**config.mk**
```make
export PLATFORM = sky130hd
export DESIGN_NAME = overwrite_oldest_ring_buffer
export DESIGN_NICKNAME = d
export VERILOG_FILES = /design/src/sv/orb_pkg.sv /design/src/sv/orb_ram.sv /design/src/sv/overwrite_oldest_ring_buffer.sv
export SDC_FILE = /design/constraint.sdc
export NUM_CORES = 1
export LEC_CHECK = 0
export ABC_AREA = 1
export BUFFER_PORTS_ARGS = -buffer_cell sky130_fd_sc_hd__buf_4
export CAP_MARGIN = 20
export CORE_MARGIN = 1
export CORE_UTILIZATION = 25
export CTS_CLUSTER_SIZE = 12
export DETAILED_ROUTE_END_ITERATION = 8
export PLACE_DENSITY_LB_ADDON = 0.15
export SLEW_MARGIN = 10
export SYNTH_ARGS = -nofsm -noshare
export SYNTH_HDL_FRONTEND = slang
export SYNTH_HIERARCHICAL = 1
export SYNTH_SLANG_ARGS = --single-unit
```
**constraint.sdc**
```tcl
create_clock -name clk -period 7.95 [get_ports clk]
set_input_delay 0.795 -clock clk [delete_from_list [all_inputs] [get_ports clk]]
set_output_delay 0.795 -clock clk [all_outputs]
set_load 0.02 [all_outputs]
```
**src/sv/orb_pkg.sv**
```systemverilog
package orb_pkg;

  // Operation codes carried on in_kind; the unused code acts as a query
  typedef enum logic [1:0] {
    KIND_PUSH  = 2'd0,
    KIND_POP   = 2'd1,
    KIND_QUERY = 2'd2
  } kind_t;

endpackage

```
**src/sv/orb_ram.sv**
```systemverilog
module orb_ram #(
  parameter int WIDTH = 64,
  parameter int DEPTH = 16
) (
  input  logic                     clk,
  input  logic                     we,
  input  logic [$clog2(DEPTH)-1:0] waddr,
  input  logic [WIDTH-1:0]         wdata,
  input  logic                     re,
  input  logic [$clog2(DEPTH)-1:0] raddr,
  output logic [WIDTH-1:0]         rdata
);

  logic [WIDTH-1:0] mem [DEPTH];
  logic [WIDTH-1:0] rdata_r;

  // One write port, one registered read port
  always_ff @(posedge clk) begin
    if (we) begin
      mem[waddr] <= wdata;
    end
    if (re) begin
      rdata_r <= mem[raddr];
    end
  end

  assign rdata = rdata_r;

endmodule

```
**src/sv/overwrite_oldest_ring_buffer.sv**
```systemverilog
// Overwriting ring buffer of records.
// Command channel: an operation is taken at a rising edge with start high and
// busy low. busy is always low, so one push, pop or query is taken per cycle.
// in_kind selects push (store in_record_in), pop (remove oldest) or query;
// the unused kind code behaves as a query.
// Result channel: exactly one result beat per operation, shown for one cycle
// with out_valid high, in the cycle right after the operation was taken
// (throughput 1 per cycle). The slot store is a RAM with a
// registered read; the popped record comes straight from its read register.
// A push into a full buffer overwrites the oldest record and flags
// out_dropped_oldest. Every beat also carries the newest record still held
// and the fill count after the operation.
// Reset clears both positions, so the buffer is empty; slot contents are not
// cleared and need no clearing pass, since only written slots are read.
// The receiver cannot stall: each beat is taken in the cycle it is shown.
module overwrite_oldest_ring_buffer #(
  parameter int DEPTH        = 16,
  parameter int RECORD_WIDTH = 64
) (
  input  logic                       clk,
  input  logic                       rst_n,
  input  logic                       start,
  output logic                       busy,
  input  logic [1:0]                 in_kind,
  input  logic [RECORD_WIDTH-1:0]    in_record_in,
  output logic                       out_valid,
  output logic                       out_popped_valid,
  output logic [RECORD_WIDTH-1:0]    out_popped_record,
  output logic                       out_newest_valid,
  output logic [RECORD_WIDTH-1:0]    out_newest_record,
  output logic [$clog2(DEPTH):0]     out_fill_count,
  output logic                       out_dropped_oldest
);
  import orb_pkg::*;

  localparam int AW = $clog2(DEPTH);
  localparam int PW = AW + 1;

  logic                    accept;
  logic [PW-1:0]           wr_pos_r, wr_pos_nxt;
  logic [PW-1:0]           rd_pos_r, rd_pos_nxt;
  logic [RECORD_WIDTH-1:0] newest_r, newest_nxt;
  logic [PW-1:0]           count_now;
  logic [PW-1:0]           count_nxt;
  logic                    do_push;
  logic                    do_pop;
  logic                    dropped;

  logic                    out_valid_r;
  logic                    popped_valid_r;
  logic                    newest_valid_r;
  logic [RECORD_WIDTH-1:0] newest_record_r;
  logic [PW-1:0]           fill_count_r;
  logic                    dropped_r;
  logic [RECORD_WIDTH-1:0] ram_rdata;

  assign busy   = 1'b0;
  assign accept = start & ~busy;

  // Positions wrap modulo twice the depth, so full and empty differ
  assign count_now = wr_pos_r - rd_pos_r;

  // Decode the operation and the pointer moves
  always_comb begin
    do_push    = 1'b0;
    do_pop     = 1'b0;
    dropped    = 1'b0;
    wr_pos_nxt = wr_pos_r;
    rd_pos_nxt = rd_pos_r;
    newest_nxt = newest_r;
    if (accept) begin
      case (in_kind)
        KIND_PUSH: begin
          do_push    = 1'b1;
          wr_pos_nxt = wr_pos_r + PW'(1);
          newest_nxt = in_record_in;
          if (count_now == PW'(DEPTH)) begin
            dropped    = 1'b1;
            rd_pos_nxt = rd_pos_r + PW'(1);
          end
        end
        KIND_POP: begin
          if (count_now != '0) begin
            do_pop     = 1'b1;
            rd_pos_nxt = rd_pos_r + PW'(1);
          end
        end
        default: begin
        end
      endcase
    end
  end

  assign count_nxt = wr_pos_nxt - rd_pos_nxt;

  // Slot store: push writes at the write slot, pop reads the oldest slot
  orb_ram #(
    .WIDTH (RECORD_WIDTH),
    .DEPTH (DEPTH)
  ) u_slots (
    .clk   (clk),
    .we    (do_push),
    .waddr (wr_pos_r[AW-1:0]),
    .wdata (in_record_in),
    .re    (do_pop),
    .raddr (rd_pos_r[AW-1:0]),
    .rdata (ram_rdata)
  );

  // Positions
  always_ff @(posedge clk) begin
    if (!rst_n) begin
      wr_pos_r <= '0;
      rd_pos_r <= '0;
    end else begin
      wr_pos_r <= wr_pos_nxt;
      rd_pos_r <= rd_pos_nxt;
    end
  end

  // Newest record and result fields
  always_ff @(posedge clk) begin
    newest_r <= newest_nxt;
    if (accept) begin
      popped_valid_r  <= do_pop;
      newest_valid_r  <= (count_nxt != '0);
      newest_record_r <= (count_nxt != '0) ? newest_nxt : '0;
      fill_count_r    <= count_nxt;
      dropped_r       <= dropped;
    end
  end

  // Result strobe
  always_ff @(posedge clk) begin
    if (!rst_n) begin
      out_valid_r <= 1'b0;
    end else begin
      out_valid_r <= accept;
    end
  end

  assign out_valid          = out_valid_r;
  assign out_popped_valid   = popped_valid_r;
  assign out_popped_record  = popped_valid_r ? ram_rdata : '0;
  assign out_newest_valid   = newest_valid_r;
  assign out_newest_record  = newest_record_r;
  assign out_fill_count     = fill_count_r;
  assign out_dropped_oldest = dropped_r;

  // Every taken operation gives a beat on the next cycle
  a_one_beat: assert property (@(posedge clk) disable iff (!rst_n)
    rst_n && start && !busy |=> out_valid)
    else $error("operation without result beat");

  // Fill count never exceeds the depth
  a_fill_bound: assert property (@(posedge clk) disable iff (!rst_n)
    out_valid |-> out_fill_count <= ($clog2(DEPTH)+1)'(DEPTH))
    else $error("fill count above depth");

  // An overwrite leaves the buffer full
  a_drop_full: assert property (@(posedge clk) disable iff (!rst_n)
    out_valid && out_dropped_oldest |-> out_fill_count == ($clog2(DEPTH)+1)'(DEPTH))
    else $error("overwrite without full buffer");

  // Newest valid tracks a nonzero fill count
  a_newest_cnt: assert property (@(posedge clk) disable iff (!rst_n)
    out_valid |-> out_newest_valid == (out_fill_count != '0))
    else $error("newest valid disagrees with fill count");

endmodule

```
; ---- After elaboration in Yosys (flattened, before gate mapping)
; Memory sizes are Yosys's and may differ from the RTL's. A register that Yosys moved wholly into a read port is not among the register bits.
; Index checks and enable logic that the tools add are counted.
[totals]
register_bits = 147
mem_bits_rw = 1024
inputBits = 69
output_inout_bits = 138
elab_cells = 36
n_memories = 1
[memory_table]
columns = memory, words, word_bits, read_ports, rd_ports_with_merged_regs, write_ports, line
row1 = u_slots.mem, 16, 64, 1, 1, 1, orb_ram.sv:14  ; logic [WIDTH-1:0] mem [DEPTH];
[classes]
add_sub_neg = 4
n_eq_ne = 2
muxes = 17
n_reduce_logical = 3
[op_table]
columns = operator, n
row1 = 64-bit two-way mux, 3
row2 = 5-bit two-way mux, 5
row3 = 5-bit by 1-bit adder with 5-bit output (second input constant), 2
row4 = 5-bit one-hot mux with 2 select lines, 1
row5 = 5-bit nonzero test, 2
row6 = 5-bit subtractor, 2
row7 = 1-bit two-way mux, 8
row8 = 5-bit equality test (second input constant), 1
row9 = 2-bit by 1-bit equality test with 1-bit output (second input constant), 1
row10 = 2-bit zero test, 1

; ---- Logic depth before layout (Yosys ltp)
; Gate-level depths: netlist (run 1).
[logic_depth]
depth_word = 7
depth_mapped = 27

; ---- Hierarchy
; Netlist (run 1), hierarchy kept.
[by_module_without_submodules]
columns = mod, instances, cells_per_inst, area_each_um2, seq_area_each_um2
row1 = orb_ram, 1, 4210, 45926.5, 32671.3
row2 = overwrite_oldest_ring_buffer, 1, 771, 6429.9, 3663.5

; ---- Worst setup path before layout (run 1)
; OpenSTA, ideal clock, no wires.
[synth_timing]
kind = input port to flip-flop
startpoint = input in_kind[0]
endpoint = memory u_slots.mem[12][0], enable pin
arrival_ns = 4.306
required_time_ns = 7.463
slack_ns = 3.158
path_stages = 6
cell_sequence = inv_1 -> nand2_1 -> nor2_4 -> clkbuf_1 -> nand3_1 -> nor2_1
[synth_via]
elab_chain_cells = 5
[synth_rtl]
columns = element, line
row1 = start: declaration, overwrite_oldest_ring_buffer.sv:24  ; input logic [1:0] in_kind,
row2 = 2-bit zero test, overwrite_oldest_ring_buffer.sv:72  ; case (in_kind)
row3 = 1-bit two-way mux, overwrite_oldest_ring_buffer.sv:72
row4 = 1-bit two-way mux, overwrite_oldest_ring_buffer.sv:71  ; if (accept) begin
row5 = net do_push, overwrite_oldest_ring_buffer.sv:45  ; logic do_push;
row6 = 1-bit two-way mux, orb_ram.sv:19  ; if (we) begin
row7 = 1-bit two-way mux (implied by the code), orb_ram.sv:20  ; mem[waddr] <= wdata;
row8 = end: declaration, orb_ram.sv:14
; The timed path passes the listed nets, and every way through them passes these cells.

; ---- Worst setup path in the final report (run 1)
[layout_timing]
startpoint = input start
endpoint = register newest_record_r[44] (netlist: out_newest_record[44]) (data pin)
[layout_via]
elab_chain_cells = 3
word_cells_on_any_way = 5
[layout_rtl]
columns = element, line
row1 = start: declaration, overwrite_oldest_ring_buffer.sv:22  ; input logic start,
row2 = 5-bit two-way mux, overwrite_oldest_ring_buffer.sv:71
row3 = net wr_pos_nxt[1], overwrite_oldest_ring_buffer.sv:40  ; logic [PW-1:0] wr_pos_r, wr_pos_nxt;
row4 = 5-bit subtractor, overwrite_oldest_ring_buffer.sv:94  ; assign count_nxt = wr_pos_nxt - rd_pos_nxt;
row5 = net count_nxt[3], overwrite_oldest_ring_buffer.sv:44  ; logic [PW-1:0] count_nxt;
row6 = 5-bit nonzero test, overwrite_oldest_ring_buffer.sv:127  ; newest_record_r <= (count_nxt != '0) ? newest_nxt : '0;
row7 = end signal: assignment, overwrite_oldest_ring_buffer.sv:127
row8 = end: declaration, overwrite_oldest_ring_buffer.sv:52  ; logic [RECORD_WIDTH-1:0] newest_record_r;
; The timed path passes the listed nets, and every way through them passes these cells.
; A chain may end at the register's enable or synchronous reset.

==> flow_summary.json, run 1 <==
{
  "status": "finished clean",
  "drv_slew": 0,
  "clock-skew-final_ns": 0.0302,
  "ys_seq_area_share_pct": 69.4,
  "hold_buffers": 0,
  "fin_nets": 5230,
  "drc": 0,
  "synthCells": 4981,
  "synth_top_area_cell": "edfxtp_1",
  "ant_nets": 0,
  "synth_flop_cell": "edfxtp_1",
  "power_frac_comb_pct": 6.4,
  "viasPerCell": 4.16,
  "path_max_fanout": 65,
  "cts_tree": "done",
  "die_height_um": 460,
  "yosysTopAreaCellShare_pct": 66.5,
  "critPathCaptureType": "flip-flop",
  "setup_violations": 0,
  "firstDrtPassIters": 6,
  "ir_drop_uv": 213,
  "layout.cells.non_filler": 8053,
  "dp_cells": 7785,
  "wl_per_cell_um": 19.4,
  "worstPathCellList": "buf_4 > inv_2 > nor2_4 > clkinv_2 > o21ai_0 > inv_1 > ha_1 > nand2_1 > o21ai_0 > xor2_1 > nor4_1 > nand3_4 > buf_12 > nand2_2 > inv_2",
  "fmax_mhz": 196,
  "die-area_um2": 211000,
  "synth.top_cells.by_count": "nand2_1 (1659), edfxtp_1 (1160), inv_1 (879), nand3_1 (783), buf_2 (117)",
  "drt-total-wl_mm": 156,
  "hold_path_class": "in -> reg",
  "cpPeakStageDelay_ns": 0.76,
  "powerDensity_nw_per_um2": 242,
  "grt_max_degree": 217,
  "netSwitchingFraction_pct": 23.8,
  "synth.area.top_cells": "edfxtp_1 (67%), nand2_1 (12%), nand3_1 (7.5%)",
  "numPortBuffers": 205,
  "start_util_pct": 25.2,
  "finalCritPeriodShare_pct": 64.1,
  "rsz0062_at_grt": "no",
  "path_clk_slew_ns": 0.06,
  "cts.repair.resized": 0,
  "start_kind": "primary input",
  "setup_slack_ns": 2.85,
  "yosysUniqueCellTypes": 37,
  "yosysMostFrequentCell": "nand2_1",
  "synth_area_per_cell_um2": 10.5,
  "syn_nets": 5061,
  "netSwitchingPower_uw": 3520,
  "slowest_stage": "clkinv_2",
  "overflow": 0,
  "gp_congestion": 0.723,
  "synth_seq_cells": 1235,
  "cts_num_sinks": 1235,
  "vias": 33496,
  "synth_edf_count": 1160,
  "grt.total_usage_pct": 14.7,
  "async_flop_share_pct": 0,
  "root_buffer": "clkbuf_16",
  "drt_iter0_drc": 2005,
  "p_seq_share_pct": 49.5,
  "postCtsSetupBuffers": 0,
  "setup_tns_ns": 0,
  "cts_made_buffers": 150,
  "area_growth_pct": 16.7,
  "die_w_um": 460,
  "critPathRequiredTime_ns": 8.48,
  "grt_pass1_wl_mm": 229,
  "critPathArrivalTime_ns": 5.63,
  "dp_hpwl_mm": 85.5,
  "ys_warn_count": 6,
  "leakage_uw": 0.0258,
  "cts_buffer_depth": 3,
  "rows": 167,
  "syn-cell-area_um2": 52400,
  "antenna_found_initial": 10,
  "drive_above_1_share_pct": 11.0,
  "pwr-share-clk_pct": 44.1,
  "core_area_um2": 208000,
  "max_slew.worst_pin.slew_ns": 1.24,
  "final_hold_viol_count": 0,
  "post-route-min-period_ns": 5.10,
  "preCtsSetupSlack_ns": 1.96,
  "grt_pass1_vias": 33161,
  "critPathKind": "in -> reg",
  "relSlewSlack_pct": 17.4,
  "io_pins": 207,
  "htree_levels": 4,
  "p_int_uw": 11300,
  "clk_latency_ns": 0.79,
  "drv_cap": 0
}
==> metrics by stage <==
| stage | instance area [um^2] | power [uW] | hold WS (ns) | utilization, % |
|---|---|---|---|---|
| 3_3_place_gp | 56500 | 8440 | 0.436 | 27.2 |
| 5_1_grt | 61100 | 15400 | 0.189 | 29.4 |
| 6_report | 61100 | 14800 | 0.219 | 29.4 |
| 3_5_place_dp | 56500 | 8440 | 0.434 | 27.2 |
| 4_1_cts | 61000 | 15000 | 0.157 | 29.4 |
| 2_1_floorplan | 52400 | 8020 | 0.416 | - |
==> cell usage in the layout (no fill, tap or decap), types with 5 or more instances in the layout <==
cell type / netlist / final
nand2_1: 1659 / 1659
dfxtp_1: 75 / 71
a21oi_1: 6 / 6
xor2_1: 6 / 6
nand2_2: 51 / 51
inv_2: 53 / 51
o21ai_0: 5 / 5
clkinv_8: 0 / 5
buf_4: 17 / 252
bufinv_16: 0 / 5
inv_1: 879 / 877
ha_1: 10 / 10
clkbuf_16: 0 / 152
clkbuf_1: 37 / 51
clkinv_1: 1 / 26
clkinv_2: 0 / 18
edfxtp_1: 1160 / 1160
nor2_4: 1 / 18
nand3_1: 783 / 783
nor2_1: 31 / 14
==> area by class of cell <==
| type | instances | area, um^2 |
|---|---|---|
| multi-input combinational | 2572 | 11100 |
| fill | 21640 | 147000 |
| sequential | 1235 | 36300 |
| tap | 2788 | 3490 |
| clock buffer | 205 | 4020 |
| inverter | 934 | 3540 |
| clock inverter | 61 | 564 |
| timing repair buffer | 257 | 2000 |
| antenna | 1 | 2.50 |
==> critical path: cells and delay by family <==
kind,cells,cell delay [ns]
buf+inv,6,1.81
simple gates,5,1.37
xor+xnor,1,0.12
compound gates,2,0.82
fa+ha+maj,1,0.30
==> routing by layer <==
metal	track usage (%)	vias to the layer above	share of wire [%]	wire length (um)
met1	19.6	16448	46	72400
met3	2.67	175	4.1	6350
li1	-	16292	-	-
met4	3.29	4	1.7	2660
met5	0	-	0.017	27
met2	24.5	577	48	74800
==> power by group through the flow <==
stage               combinational (uW)  clock (uW)  sequential (uW)
finish                             945        6510             7320
global route                      1060        6970             7330
CTS                                979        6740             7330
detailed placement                 976           0             7460
global placement                   978           0             7460
floorplan                          504           0             7510
==> flip-flops by register name (all words and copies together), names as in the netlist <==
register            flops
u_slots/mem          1024
newest_r               64
out_newest_record      64
u_slots/rdata          64
out_fill_count          5
rd_pos_r                5
wr_pos_r                5
out_dropped_oldest      1
out_newest_valid        1
out_popped_valid        1
out_valid               1
==> kinds of logic after synthesis <==
logic type	share of synthesized area (%)
buffers and inverters	9.63
DFF	69.4
xor gates and xnor gates	0.151
AOI/OAI and AO/OA	0.146
adders and majority gates	0.277
other	0.00716
and+or+nand+nor	20.4
==> worst paths after layout <==
kind                      from                     to  slack, ns  depth (start not counted)
setup / recovery         start  out_newest_record[44]       2.85                         15
hold reg to reg   newest_r[54]           newest_r[54]       0.45                          2
setup reg to reg   rd_pos_r[1]  out_newest_record[44]       3.09                         22
hold / removal           rst_n              out_valid       0.22                          3
(Power assumes the default switching activity.)
==> run 2: changes to the inputs <==
==> constraint.sdc (replaced) <==
create_clock -name clk -period 4.95 [get_ports clk]
set_input_delay 0.495 -clock clk [delete_from_list [all_inputs] [get_ports clk]]
set_output_delay 0.495 -clock clk [all_outputs]
set_load 0.02 [all_outputs]
==> flow_summary.json, run 2 (synthesized netlist as in run 1, its figures left out) <==
{
  "gp_congestion": 0.714,
  "start_util_pct": 25.2,
  "postLayoutCoreUtil_pct": 29.8,
  "cts_buffer_depth": 3,
  "antenna_found_initial": 10,
  "drc": 0,
  "setup_violations": 0,
  "die-area_um2": 211000,
  "largest_reg_flops": 1024,
  "cts_tree": "done",
  "wl_per_cell_um": 19.5,
  "hold_depth": 1,
  "cpPeakStageDelay_ns": 0.47,
  "relSlewSlack_pct": 25.2,
  "rr_worst_depth": 20,
  "critPathRequiredTime_ns": 5.50,
  "fin_nets": 5295,
  "firstDrtPassIters": 5,
  "vias": 33833,
  "r2r-end": "out_newest_record[1]",
  "die_w_um": 460,
  "drt_iter0_drc": 2113,
  "grt_max_degree": 202,
  "path_clk_slew_ns": 0.06,
  "root_buffer": "clkbuf_16",
  "r2r_setup_slack_ns": 0.55,
  "core_area_um2": 208000,
  "overflow": 0,
  "drt-total-wl_mm": 159,
  "start_kind": "flip-flop",
  "cts_made_buffers": 148,
  "dp_hpwl_mm": 80.6,
  "finalCritPeriodShare_pct": 89.0,
  "rsz0062_at_grt": "no",
  "min_to": "u_slots/mem[1][27]",
  "r2r_start": "wr_pos_r[2]",
  "area_growth_pct": 18.4,
  "mostFrequentLayoutCells": "nand2_1 (1659), edfxtp_1 (1160), inv_1 (877)",
  "io_pins": 207,
  "ant_nets": 0,
  "worstPathCellList": "ha_1 > or2_1 > nand3_1 > nand2_1 > nor2_2 > nand2_1 > nand2_1 > nand2_1 > inv_1 > o22ai_1 > a22oi_1 > ha_1 > a21oi_1 > o21ai_0 > xor2_1 > nor4_1 > nand3_4 > buf_4 > nand2_1 > inv_1",
  "final_common_cell": "nand2_1",
  "numPortBuffers": 205,
  "critPathKind": "reg -> reg",
  "critPathCaptureType": "flip-flop",
  "clk_latency_ns": 0.82,
  "max_flop_register": "u_slots/mem",
  "setup_tns_ns": 0,
  "post-route-min-period_ns": 4.40,
  "postCtsSetupBuffers": 0,
  "worstHoldStart": "in_record_in[27]",
  "drv_slew": 0,
  "leakage_uw": 0.0262,
  "grt_pass1_vias": 33237,
  "grt.total_usage_pct": 14.9,
  "slowest_stage": "dfxtp_1",
  "critPathArrivalTime_ns": 4.96,
  "grt_pass1_wl_mm": 231,
  "drive_above_1_share_pct": 11.5,
  "clock-skew-final_ns": 0.0517,
  "max_slew.worst_pin.slew_ns": 1.12,
  "critPathMostFrequentCell": "nand2_1",
  "cts_num_sinks": 1235,
  "final_hold_viol_count": 0,
  "hold_path_class": "in -> reg",
  "die_height_um": 460,
  "status": "finished clean",
  "htree_levels": 4,
  "rows": 167,
  "powerDensity_nw_per_um2": 383,
  "drv_cap": 0,
  "ir_drop_uv": 353,
  "path_max_fanout": 22,
  "fmax_mhz": 227,
  "viasPerCell": 4.17
}
[run 2: timing repair]
item | in CTS | in global routing
endpoints found under the hold margin | 474 | 0
resized for setup | 0 | 0
hold buffers | 36 | 0
[run 2: area by class of cell]
type | instances | area, um^2
diodes | 1 | 2.50
clock inverters | 65 | 628
clock buffers | 197 | 3970
fillers | 21569 | 146000
flip-flops and latches | 1235 | 36300
inverters | 934 | 3540
well taps | 2788 | 3490
repair buffers | 324 | 2900
multi-input cells | 2572 | 11100
[run 2: worst max-delay path by stage]
stage | from | end | slack, ns | cells past startpoint
after floorplan | rd_pos_r[2] | out_popped_valid | 0.24 | 11
after global placement | wr_pos_r[2] | out_newest_record[59] | 0.54 | 20
after detailed placement | wr_pos_r[2] | out_newest_record[56] | 0.47 | 20
after CTS | wr_pos_r[2] | out_newest_record[1] | 0.41 | 20
after global routing | wr_pos_r[2] | out_newest_record[62] | 0.08 | 20
final | wr_pos_r[2] | out_newest_record[1] | 0.55 | 20
[run 2: critical path: cells and delay by family (launching register included)]
kind / cells / cell delay (ns)
XOR/XNOR: 1 / 0.17
buffers and inverters: 3 / 0.53
AO/OA/AOI/OAI: 4 / 0.57
flip-flops: 1 / 0.47
AND/OR/NAND/NOR: 10 / 1.73
adder cells (fa/ha/maj): 2 / 0.68
[run 2: layer usage]
| layer | track usage [%] | part of all wire, % |
|---|---|---|
| met5 | 0 | 0 |
| met3 | 2.37 | 3.8 |
| met4 | 3.99 | 2.2 |
| met1 | 19.9 | 46 |
| met2 | 25.0 | 48 |
[run 2: through the flow]
step	instances	power (uW)	worst slack (ns)	hold WS, ns	instance area [um^2]
global route	8116	24700	0.0792	0.0172	62000
CTS	8115	24200	0.414	0.000321	62000
finish	8116	23800	0.547	0.0522	62000
detailed placement	7817	13500	0.468	0.434	57000
floorplan	4981	12900	0.237	0.416	52400
global placement	7817	13500	0.541	0.426	57000
[run 2: power by group]
group	total [uW]	internal, uW	switching [uW]
combinational	1530	472	1050
sequential	11700	11700	70.7
clock	10500	6020	4460
total	23800	18200	5580
==> run 3: changes to the inputs <==
--- a/config.mk
+++ b/config.mk
@@ -9,7 +9,7 @@
 export BUFFER_PORTS_ARGS = -buffer_cell sky130_fd_sc_hd__buf_4
 export CAP_MARGIN = 20
 export CORE_MARGIN = 1
-export CORE_UTILIZATION = 25
+export CORE_UTILIZATION = 35
 export CTS_CLUSTER_SIZE = 12
 export DETAILED_ROUTE_END_ITERATION = 8
 export PLACE_DENSITY_LB_ADDON = 0.15
==> flow_summary.json, run 3 (synthesized netlist as in run 1, its figures left out) <==
{
  "status": "finished clean",
  "cts_tree": "done",
  "gp_congestion": 0.741,
  "final_common_cell": "nand2_1",
  "htree_levels": 4,
  "slowest_stage": "buf_4",
  "r2r_start": "wr_pos_r[2]",
  "rows": 141,
  "leakage_uw": 0.0259,
  "max_flop_register": "u_slots/mem",
  "worstPathCellList": "ha_1 > or2_1 > nand3_1 > nand2_1 > nor2_2 > nand2_1 > nand2_1 > nand2_1 > nand2_1 > a21oi_1 > ha_1 > fa_1 > o21ai_0 > xor2_1 > nand3_1 > nand3_4 > buf_4 > nand2_2 > inv_2",
  "ir_drop_uv": 339,
  "report.power.total_uw": 23200,
  "setup_tns_ns": 0,
  "hold_path_class": "in -> reg",
  "stdcell_area_um2": 60300,
  "drt-total-wl_mm": 143,
  "path_buf_inv": 2,
  "grt_pass1_vias": 33426,
  "core_area_um2": 148000,
  "endpoint": "out_newest_record[36]",
  "root_buffer": "clkbuf_16",
  "die_height_um": 389,
  "worstSetupStartpoint": "wr_pos_r[2]",
  "grt_max_degree": 169,
  "cts_made_buffers": 143,
  "critical_path.top_delay_family": "simple AND/OR/NAND/NOR gates",
  "drv_slew": 0,
  "post-route-min-period_ns": 4.23,
  "critPathKind": "reg -> reg",
  "start_kind": "flip-flop",
  "antenna_cells": 0,
  "fmax_mhz": 237,
  "cts_num_sinks": 1235,
  "vias": 33619,
  "postCtsSetupBuffers": 0,
  "dp_hpwl_mm": 71.6,
  "cts.repair.resized": 0,
  "drive_above_1_share_pct": 11.1,
  "cts_buffer_depth": 3,
  "critPathRequiredTime_ns": 5.59,
  "wl_per_cell_um": 19.8,
  "setup_violations": 0,
  "mostFrequentLayoutCells": "nand2_1 (1659), edfxtp_1 (1160), inv_1 (877)",
  "io_pins": 207,
  "drv_cap": 0,
  "die-area_um2": 151000,
  "rr_worst_depth": 19,
  "numPortBuffers": 205,
  "final_hold_viol_count": 0,
  "r2r-end": "out_newest_record[36]",
  "cpPeakStageDelay_ns": 0.56,
  "grt_pass1_wl_mm": 214,
  "critPathCaptureType": "flip-flop",
  "relSlewSlack_pct": 29.7,
  "finalCritPeriodShare_pct": 85.4,
  "drc": 0,
  "max_slew.worst_pin.slew_ns": 1.05,
  "die_w_um": 389,
  "fin_nets": 5254,
  "start_util_pct": 35.4,
  "clk_latency_ns": 0.77,
  "area_growth_pct": 15.3,
  "worstSetupPathDepth": 19,
  "critPathArrivalTime_ns": 4.86,
  "timing.hold.ws_ns": 0.0570,
  "antenna_found_initial": 4,
  "drt_iter0_drc": 2420,
  "firstDrtPassIters": 5,
  "clock-skew-final_ns": 0.0215,
  "place_area_um2": 55900,
  "largest_reg_flops": 1024,
  "ant_nets": 0,
  "grt.total_usage_pct": 19.0,
  "critPathMostFrequentCell": "nand2_1",
  "rsz0062_at_grt": "no",
  "overflow": 0,
  "path_max_fanout": 38,
  "viasPerCell": 4.66,
  "r2r_setup_slack_ns": 0.72,
  "path_clk_slew_ns": 0.06,
  "powerDensity_nw_per_um2": 384
}
-- run 3: worst reg2reg max path: stages (launching register included) --
cell and delay, ns:
dfxtp_1 0.48, ha_1 0.35, or2_1 0.25, nand3_1 0.08, nand2_1 0.07, nor2_2 0.16
nand2_1 0.07, nand2_1 0.12, nand2_1 0.12, nand2_1 0.10, a21oi_1 0.07, ha_1 0.22
fa_1 0.40, o21ai_0 0.26, xor2_1 0.21, nand3_1 0.17, nand3_4 0.13, buf_4 0.56
nand2_2 0.21, inv_2 0.07
-- run 3: worst min path at each step --
stage / slack, ns / depth (start not counted) / end / startpoint
2_1_floorplan: 0.42 / 2 / newest_r[0] / newest_r[0]
3_3_place_gp: 0.43 / 2 / newest_r[56] / newest_r[56]
3_5_place_dp: 0.43 / 2 / newest_r[60] / newest_r[60]
4_1_cts: 0.002 / 1 / u_slots/mem[15][34] / in_record_in[34]
5_1_grt: 0.04 / 1 / u_slots/mem[1][34] / in_record_in[34]
6_report: 0.06 / 1 / u_slots/mem[2][53] / in_record_in[53]
-- run 3: routing by layer --
| layer | track usage, % | share of wire, % |
|---|---|---|
| met1 | 25.9 | 47 |
| met2 | 31.3 | 47 |
| met3 | 2.69 | 4.0 |
| met4 | 5.63 | 2.2 |
| met5 | 0 | 0 |
-- run 3: final cells by class --
cell class / instances / area, um^2
Timing Repair Buffer: 288 / 2550
Fill cell: 14222 / 87700
Clock inverter: 58 / 459
Tap cell: 1930 / 2410
Multi-Input combinational cell: 2572 / 11100
Inverter: 934 / 3540
Clock buffer: 197 / 3920
Sequential cell: 1235 / 36300
-- run 3: per-stage QoR --
step	utilization [%]	instances	worst slack (ns)
after floorplan	-	4981	0.237
after global placement	37.7	6948	0.784
after detailed placement	37.7	6948	0.720
after CTS	40.8	7214	0.698
after global routing	40.8	7214	0.335
final	40.8	7214	0.724
-- run 3: what timing repair did --
| action | 4_1_cts | 5_1_grt |
|---|---|---|
| hold endpoints to repair | 113 | 0 |
| hold buffers | 11 | 0 |
| endpoints found under the setup margin | 0 | 0 |
-- run 3: report_power, final --
group	leakage, uW	total, uW	switching [uW]	internal (uW)
clock	0.00212	9980	4240	5750
sequential	0.0112	11700	68.9	11700
combinational	0.0126	1460	1020	445
total	0.0259	23200	5320	17900
